[config.mk]
export PLATFORM = sky130hd
export DESIGN_NAME = display_list_flow_control
export DESIGN_NICKNAME = d
export VERILOG_FILES = /design/src/dlfc_pkg.sv /design/src/display_list_flow_control.sv /design/src/dlfc_ram.sv
export SDC_FILE = /design/constraint.sdc
export NUM_CORES = 1
export LEC_CHECK = 0
export BUFFER_PORTS_ARGS = -buffer_cell sky130_fd_sc_hd__buf_4
export CAP_MARGIN = 20
export CORE_ASPECT_RATIO = 1.2
export CORE_MARGIN = 2
export CORE_UTILIZATION = 55
export CTS_CLUSTER_SIZE = 28
export DETAILED_ROUTE_END_ITERATION = 10
export PLACE_DENSITY_LB_ADDON = 0.15
export SLEW_MARGIN = 20
export SYNTH_ARGS = -nofsm -noshare
export SYNTH_HDL_FRONTEND = slang
export SYNTH_SLANG_ARGS = --single-unit
[constraint.sdc]
create_clock -name i_clk -period 4.15 [get_ports i_clk]
set_input_delay 0.415 -clock i_clk [delete_from_list [all_inputs] [get_ports i_clk]]
set_output_delay 0.415 -clock i_clk [all_outputs]
set_load 0.01 [all_outputs]
[src/dlfc_pkg.sv]
`default_nettype none

package dlfc_pkg;

    // Command codes
    localparam logic [2:0] OP_SET_BASE   = 3'd0;
    localparam logic [2:0] OP_SET_OFFSET = 3'd1;
    localparam logic [2:0] OP_ORIGIN     = 3'd2;
    localparam logic [2:0] OP_JUMP       = 3'd3;
    localparam logic [2:0] OP_CALL       = 3'd4;
    localparam logic [2:0] OP_RETURN     = 3'd5;

    // Status codes
    localparam logic [1:0] ST_OK        = 2'd0;
    localparam logic [1:0] ST_OVERFLOW  = 2'd1;
    localparam logic [1:0] ST_UNDERFLOW = 2'd2;

    // Address masks and the return step
    localparam logic [31:0] JUMP_MASK   = 32'h0FFF_FFFC;
    localparam logic [31:0] CALL_MASK   = 32'h0FFF_FFFF;
    localparam logic [31:0] BASE_MASK   = 32'hFF00_0000;
    localparam logic [31:0] RETURN_STEP = 32'd4;

    localparam int DEF_STACK_DEPTH = 8;

endpackage

`default_nettype wire

[src/display_list_flow_control.sv]
`default_nettype none

// Display list flow control with a call/return stack.
//
// Command channel: a beat (op, param, current address) is taken at a rising
// edge where start is high and busy is low. Busy is raised in the cycle
// after that edge while the command resolves, and is low when o_valid is.
// Result channel: o_valid is high for exactly one cycle, registered from the
// pending flag set at the accepting edge, with the next fetch address and a
// status code. The receiver cannot stall; o_valid drops after that cycle.
// A command is taken only while none is pending, as the return-address RAM
// has a registered read: the top entry is read in the accept cycle and the
// command is resolved (pop, push, base/offset update) in the next one.
// A new command may be presented in the same cycle the previous result is
// shown.
// Reset (i_rst_n low at a clock edge) clears base, offset, stack depth and
// the pending command. RAM entries are not cleared; an entry is used only
// after a call has written it.

module display_list_flow_control
    import dlfc_pkg::*;
#(
    parameter int STACK_DEPTH = DEF_STACK_DEPTH
) (
    input  wire logic        i_clk,
    input  wire logic        i_rst_n,
    input  wire logic        start,
    output logic             busy,
    input  wire logic [2:0]  i_op,
    input  wire logic [23:0] i_param,
    input  wire logic [31:0] i_current_address,
    output logic             o_valid,
    output logic [31:0]      o_next_address,
    output logic [1:0]       o_status
);

    localparam int AW = (STACK_DEPTH > 1) ? $clog2(STACK_DEPTH) : 1;
    localparam int DW = $clog2(STACK_DEPTH + 1);
    localparam logic [DW-1:0] DEPTH_FULL = DW'(STACK_DEPTH);

    logic          r_pend;
    logic [2:0]    r_op;
    logic [23:0]   r_param;
    logic [31:0]   r_cur;
    logic [31:0]   r_base,   n_base;
    logic [31:0]   r_offset, n_offset;
    logic [DW-1:0] r_depth,  n_depth;
    logic [31:0]   n_next;
    logic [1:0]    n_status;
    logic          w_accept;
    logic          w_push;
    logic [DW-1:0] w_top;
    logic [31:0]   w_rdata;
    logic [31:0]   w_sel;

    assign w_accept = start && !busy;
    assign busy     = r_pend;
    assign w_top    = r_depth - DW'(1);
    assign w_sel    = r_base | {8'd0, r_param};

    // Return-address stack; top read at accept, push on resolve
    dlfc_ram #(
        .WIDTH(32),
        .DEPTH(STACK_DEPTH),
        .AW   (AW)
    ) u_stack (
        .i_clk  (i_clk),
        .i_we   (w_push),
        .i_waddr(r_depth[AW-1:0]),
        .i_wdata(r_cur + RETURN_STEP),
        .i_raddr(w_top[AW-1:0]),
        .o_rdata(w_rdata)
    );

    // Resolve the pending command
    always_comb begin
        n_base   = r_base;
        n_offset = r_offset;
        n_depth  = r_depth;
        n_next   = r_cur;
        n_status = ST_OK;
        w_push   = 1'b0;
        if (r_pend) begin
            case (r_op)
                OP_SET_BASE: begin
                    n_base = {r_param, 8'd0} & BASE_MASK;
                end
                OP_SET_OFFSET: begin
                    n_offset = {r_param, 8'd0};
                end
                OP_ORIGIN: begin
                    n_offset = r_cur;
                end
                OP_JUMP: begin
                    n_next = (w_sel & JUMP_MASK) + r_offset;
                end
                OP_CALL: begin
                    if (r_depth >= DEPTH_FULL) begin
                        n_status = ST_OVERFLOW;
                    end else begin
                        w_push  = 1'b1;
                        n_depth = r_depth + DW'(1);
                        n_next  = (w_sel & CALL_MASK) + r_offset;
                    end
                end
                OP_RETURN: begin
                    if (r_depth == '0) begin
                        n_status = ST_UNDERFLOW;
                    end else begin
                        n_depth = w_top;
                        n_next  = w_rdata;
                    end
                end
                default: begin
                end
            endcase
        end
    end

    // Control state
    always_ff @(posedge i_clk) begin
        if (!i_rst_n) begin
            r_pend   <= 1'b0;
            o_valid  <= 1'b0;
            r_base   <= '0;
            r_offset <= '0;
            r_depth  <= '0;
        end else begin
            r_pend   <= w_accept;
            o_valid  <= r_pend;
            r_base   <= n_base;
            r_offset <= n_offset;
            r_depth  <= n_depth;
        end
    end

    // Capture the command beat and the result
    always_ff @(posedge i_clk) begin
        if (w_accept) begin
            r_op    <= i_op;
            r_param <= i_param;
            r_cur   <= i_current_address;
        end
        if (r_pend) begin
            o_next_address <= n_next;
            o_status       <= n_status;
        end
    end

    a_depth_range: assert property (@(posedge i_clk) disable iff (!i_rst_n)
        r_depth <= DEPTH_FULL)
        else $error("stack depth beyond capacity");

    a_accept_busy: assert property (@(posedge i_clk) disable iff (!i_rst_n)
        w_accept |=> busy)
        else $error("busy not raised after accept");

    a_busy_result: assert property (@(posedge i_clk) disable iff (!i_rst_n)
        busy |=> o_valid)
        else $error("no result after pending command");

    a_valid_idle: assert property (@(posedge i_clk) disable iff (!i_rst_n)
        o_valid |-> !busy)
        else $error("result shown while a command is pending");

    a_over_full: assert property (@(posedge i_clk) disable iff (!i_rst_n)
        (o_valid && o_status == ST_OVERFLOW) |-> r_depth == DEPTH_FULL)
        else $error("overflow reported with room on the stack");

    a_under_empty: assert property (@(posedge i_clk) disable iff (!i_rst_n)
        (o_valid && o_status == ST_UNDERFLOW) |-> r_depth == '0)
        else $error("underflow reported with entries on the stack");

endmodule

`default_nettype wire

[src/dlfc_ram.sv]
`default_nettype none

module dlfc_ram #(
    parameter int WIDTH = 32,
    parameter int DEPTH = 8,
    parameter int AW    = (DEPTH > 1) ? $clog2(DEPTH) : 1
) (
    input  wire logic             i_clk,
    input  wire logic             i_we,
    input  wire logic [AW-1:0]    i_waddr,
    input  wire logic [WIDTH-1:0] i_wdata,
    input  wire logic [AW-1:0]    i_raddr,
    output logic      [WIDTH-1:0] o_rdata
);

    logic [WIDTH-1:0] r_mem [DEPTH];

    // Write one entry, read one entry with registered data
    always_ff @(posedge i_clk) begin
        if (i_we) begin
            r_mem[i_waddr] <= i_wdata;
        end
        o_rdata <= r_mem[i_raddr];
    end

endmodule

`default_nettype wire
Yosys cells after proc, flatten, opt, wreduce, memory -nomap -nowiden:

Memory sizes are Yosys's and may differ from the RTL's. A register that Yosys moved wholly into a read port is not among the register bits.
Index checks and enable logic that the tools add are counted.

* register bits after elaboration: 135
* memory bits (writable): 256
* bits of input ports: 62
* output and inout port bits: 36
* logic and storage cells: 49
* memories: 1

* add/subtract/negate cells: 5
* magnitude comparators: 1
* equal/unequal tests: 7
* muxes and demuxes: 15
* bitwise logic cells: 1
* reduce and logical (&&, ||, !) cells: 9

Memories
* u_stack.r_mem: depth 8, bits a word 32, rd ports 1, clocked after Yosys merged registers in 1, write ports 1, line dlfc_ram.sv:16 `logic [WIDTH-1:0] r_mem [DEPTH];`

Operator list (number)
* 32-bit case mux with 3 select lines: 1
* 28-bit by 32-bit adder with 32-bit output: 2
* 32-bit two-way mux: 2
* 32-bit case mux with 2 select lines: 1
* 32-bit by 3-bit adder with 32-bit output, second input constant: 1
* 28-bit by 24-bit OR with 28-bit output: 1
* 4-bit two-way mux: 2
* 4-bit case mux with 2 select lines: 1
* 3-bit by 2-bit equality test with 1-bit output, second input constant: 2
* 3-bit equality test, second input constant: 2
* 1-bit two-way mux: 6
* 4-bit by 1-bit adder with 4-bit output, second input constant: 1
* 4-bit greater-or-equal comparator, second input constant: 1
* 4-bit logical NOT: 1
* 2-bit inequality test, second input constant: 2
* 2-bit case mux with 2 select lines: 1
* 2-bit AND reduction: 2
* 4-bit AND reduction: 1
* 2-bit nonzero test: 2
* 4-bit by 1-bit subtractor with 4-bit output, second input constant: 1
* 3-bit by 1-bit equality test with 1-bit output, second input constant: 1
* 3-bit logical NOT: 1
* 2-bit two-way mux: 1
* 1-bit logical AND: 1
* 1-bit logical NOT: 1

Depth between registers and ports, before layout:

* depth in word-level cells: 6
* gate-level depth with buffers: 12
* mapped depth without buffers: 11

Cells and area by module:

From an unflattened synthesis, not the netlist that was laid out.

* cells, all modules: 1278
* area, all modules: 18841.8 um^2

By module, submodules not included
* dlfc_ram: instances 1, cells an instance 415, area an instance 10466.3 um^2, sequential area each 8328.0 um^2
* display_list_flow_control: instances 1, cells an instance 863, area an instance 8375.5 um^2, sequential area each 3633.5 um^2

Worst setup path after synthesis:

OpenSTA, ideal clock, no wires.

* path kind: register -> register
* start: register r_pend, in the netlist busy
* end: memory u_stack.r_mem[4][0], enable pin
* setup time: 0.461 ns
* arrival: 3.775 ns
* data required time: 3.689 ns
* path slack: -0.086 ns
* stages on the path, launching flop included: 4
* path buffers: 1
* clock period less this slack: 4.236 ns
* path through: dfxtp_1 clkbuf_1 nand3_1 nor3_1

* longest elaborated chain between the ends: 3

Ends and longest elaborated chain
* start, declared: line display_list_flow_control.sv:41 `logic r_pend;`
* start signal, assigned: line display_list_flow_control.sv:129 `r_pend <= w_accept;`
* 1-bit two-way mux: line display_list_flow_control.sv:83 `if (r_pend) begin`
* 1-bit two-way mux: line dlfc_ram.sv:20 `if (i_we) begin`
* 1-bit two-way mux (not written as such): line dlfc_ram.sv:21 `r_mem[i_waddr] <= i_wdata;`
* end, declared: line dlfc_ram.sv:16

No other way between the ends.

Worst setup path in the final report:

* start: register r_param[2]
* end: register o_next_address[26] (data pin)

* longest elaborated chain between the ends: 4
* elaborated cells on any way between the ends: 5
* classes of those cells: add/sub: 2; mux: 2; bitwise: 1

Ends and longest elaborated chain
* start, declared: line display_list_flow_control.sv:43 `logic [23:0] r_param;`
* start signal, assigned: line display_list_flow_control.sv:141 `r_param <= i_param;`
* 28-bit by 24-bit OR with 28-bit output *: line display_list_flow_control.sv:59 `assign w_sel = r_base | {8'd0, r_param};`
* 28-bit by 32-bit adder with 32-bit output: line display_list_flow_control.sv:103 `n_next = (w_sel & CALL_MASK) + r_offset;`
* 32-bit two-way mux: line display_list_flow_control.sv:98 `if (r_depth >= DEPTH_FULL) begin`
* 32-bit case mux with 3 select lines *: line display_list_flow_control.sv:84 `case (r_op)`
* via n_next[26]: line display_list_flow_control.sv:48 `logic [31:0] n_next;`
* end signal, assigned: line display_list_flow_control.sv:145 `o_next_address <= n_next;`
* end, declared: line display_list_flow_control.sv:33 `output logic [31:0] o_next_address,`

The timed path passes the listed nets; every way through them passes the cells marked *.
A chain may end at the register's enable or synchronous reset.

==> implementation parameters <==
Parameter                              Value

Synthesis
  Proportion of register bits with asynchronous set or reset after synthesis    0%
  Warning count from the yosys run    0
  Share of the yosys chip area belonging to registers    approximately 64%
  Netlist cell types    74
  Cells after Synth    1,270
  Number of synthesized flops with an enable pin    349
  Cell area after technology mapping    18,600 µm²
  Primary FF master, synth    edfxtp_1
  Synth Net Count    1,365
  Synthesis-stage register bit count    423
  Mean cell area of the mapped netlist    approximately 15 µm²

Die
  Height of the die    206 µm
  Initial cell density of the core    56.1%
  DIE WIDTH    172 µm
  Core Footprint    33,200 µm²
  Die Area    35,400 µm²
  Count of boundary I/O pins    98
  Cell Rows    73

Finish
  Fraction of layout instances using a drive strength above 1    22.9%
  Final layout net count    1,458
  Antenna Cells    0
  Cell area after layout    ~21,000 µm²
  Area added between synthesis and finish    14.1%
  Most common cell after layout, fill and taps aside    edfxtp_1
  Most frequent cells in the layout    349 x edfxtp_1, 124 x buf_4, 79 x nor2_1
  Final standard cell count with taps included and fillers excluded    1,847

Power and ir drop
  Static power due to leakage    7.16 nW
  Internal power summed over all cells    0.00703 W
  Total power draw    0.00909 W
  Relative contribution of the clock network to total power    40.1%
  Net Switching    about 0.0021 W
  Combinational fraction of design power    7.0%
  Worst vdd rail ir drop    0.000385 V
  Seq pwr share    53.0%
  Pwr per Cell Area    427 nW/µm²
  Switching share of power    22.7%

CTS
  Post_cts resized    0
  Insertion delay of the later-clocked pin in the worst-skew pair    between 0.5 and 0.6 ns
  Number of sinks driven by the clock tree    423
  Number of buffers created by CTS    42
  Clock tree buffer depth    3
  Setup Fix Bufs, Post-CTS    0
  TritonCTS clock tree    yes
  Clock H-tree levels    2
  CTS hold repair buffers    0
  Clock root buffer master    clkbuf_16
  Clock Pin Slew Worst Setup and Hold Paths    0.06 ns

Critical path
  Critical path class    reg -> reg
  Data required time at the worst endpoint    approximately 4.4 ns
  Terminus of the critical flop-to-flop path    o_next_address[26]
  Startpoint of the worst-slack reg-to-reg timing path    r_param[2]
  CP max FO    8
  Number of cells traversed by the worst register-to-register path    11
  Worst setup slack for register-to-register paths    0.73 ns
  Critical Path Start    r_param[2]
  Arrival time worst endpoint    roughly 3.7 ns
  Worst setup EP type    flop
  Startpoint type of the worst setup path    flop

Route
  Via density per instance    6.40
  Post-detailed-route DRC marker count    0
  Drt first pass iters    7
  Routed wire length    50,200 µm
  Number of violations reported at the end of detailed-routing iteration 0    1,303
  Vias post-DR    between 10k and 15k
  DRT antenna net count    0
  Routed length per placed instance    27.2 µm

Timing
  Max frequency    293 MHz
  Unrepaired setup endpoints after global routing    false
  Setup violation total in the final timing report    0
  Period Utilization, post-route    between 80% and 90%
  Accumulated negative setup slack    0 ns
  Setup Skew    around 0.019 ns
  Number of max-slew violations in the final report    0
  Rel. slew slack    between 20% and 30%
  Hold Violations, Final    0
  Final min period    3.42 ns
  Slew of the pin with the lowest slew margin    between 1 and 1.5 ns
  Post-Route Hold Slack    around 0.032 ns

Min path
  Startpoint of the most critical hold path    i_current_address[0]
  Worst-case hold path end point    r_cur[0]
  Worst hold path cell count    1
  Hold crit path type    in -> reg

Placement
  Post-placement cell area    19,900 µm²
  Final RePlAce weighted congestion    0.997
  DP HPWL    33,400 µm
  Placed cell count    between 1.5k and 2k
  Port Buffer Count    97

Global routing
  GRT Resource Usage Total    29.0%
  Global-route wire length before repair    74,200 µm
  Via count of the first global-routing pass    between 10k and 15k
  Sum of overflow across all layers after global routing    0
  Pin count of the biggest net entering global routing    61
  Initial antenna violation count    1

Run status
  Run status    finished clean

Run
  Max-Cap Viols    0
-- area by class of cell --
class	count	area [µm²]
fill	2491	12000
sequential	423	12000
multi-input combinational	748	6360
clock buffer	66	1240
timing repair buffer	125	951
tap	450	563
clock inverter	12	91.3
inverter	23	86.3
-- cell usage after synthesis, drive strengths merged (9+ instances only) --
| library cell | instances | area share [%] |
|---|---|---|
| a211oi | 29 | 1.2 |
| a21oi | 57 | 1.8 |
| a221o | 16 | 0.86 |
| a221oi | 16 | 0.91 |
| mux4 | 64 | 7.7 |
| dfxtp | 74 | 7.9 |
| nor2 | 86 | 1.7 |
| nand4 | 19 | 0.64 |
| xnor2 | 38 | 1.8 |
| and3 | 10 | 0.34 |
| nand2 | 61 | 1.2 |
| mux2i | 31 | 1.7 |
| a22oi | 19 | 0.77 |
| a31oi | 9 | 0.30 |
| ha | 31 | 2.1 |
| o21ai | 47 | 1.3 |
| mux2 | 32 | 1.9 |
| clkbuf | 42 | 0.85 |
| edfxtp | 349 | 56 |
| xor2 | 21 | 0.99 |
| inv | 21 | 0.42 |
| nand3 | 22 | 0.59 |
| nor3 | 19 | 0.51 |
| buf | 34 | 0.96 |
| a21o | 15 | 0.60 |
-- power groups by stage --
| stage | registers (W) | clock network [W] | logic (W) |
|---|---|---|---|
| after floorplan | 0.00485 | 0 | 0.000394 |
| after global placement | 0.00490 | 0 | 0.000616 |
| after detailed placement | 0.00490 | 0 | 0.000623 |
| after CTS | 0.00481 | 0.00369 | 0.000628 |
| after global routing | 0.00482 | 0.00387 | 0.000681 |
| final | 0.00482 | 0.00364 | 0.000632 |
-- worst max path at each step --
stage | endpoint | slack (ns) | depth (start not counted)
global route | o_next_address[18] | 0.61 | 11
finish | o_next_address[26] | 0.73 | 11
global placement | o_next_address[26] | 0.80 | 11
CTS | o_next_address[26] | 0.80 | 11
floorplan | r_cur[0] | 0.01 | 2
detailed placement | o_next_address[26] | 0.82 | 11
-- worst max-delay path: stages (launching register included) --
cell	delay, ns
edfxtp_1	0.47
ha_1	0.33
inv_1	0.13
fa_1	0.35
nor2b_1	0.08
o21ai_1	0.18
nand2_1	0.17
a21oi_1	0.57
o221ai_1	0.22
xor2_1	0.18
a222oi_1	0.33
o21ai_1	0.14
-- flip-flops by register name, indices dropped and copies added, names as in the netlist --
signal           cells
o_valid              1
r_depth              4
r_base               4
r_offset            32
o_status             2
u_stack.o_rdata     32
u_stack.r_mem      256
busy                 1
o_next_address      32
r_op                 3
r_cur               32
r_param             24
-- logic make-up after synthesis --
family                     after synthesis  share of synthesized area [%]
buffers and inverters                   99                           2.27
AOI/OAI and AO/OA                      270                           10.5
adders and majority gates               33                           2.30
xor gates and xnor gates                59                           2.77
and+or+nand+nor                        259                           6.61
muxes                                  127                           11.3
DFF                                    423                           64.2
-- layer usage --
layer  share of wire, %  vias up  GRT usage (%)
li1                   -     5204              -
met3                7.7      138           4.56
met4                5.2        0           14.4
met2                 48      578           46.6
met5                  0        -              0
met1                 39     5893           38.8
-- through the flow --
step / setup slack [ns] / utilization (%)
2_1_floorplan: 0.0132 / -
3_3_place_gp: 0.804 / 59.9
3_5_place_dp: 0.821 / 59.9
4_1_cts: 0.798 / 64.0
5_1_grt: 0.613 / 64.0
6_report: 0.734 / 64.0
(Power assumes the default switching activity.)
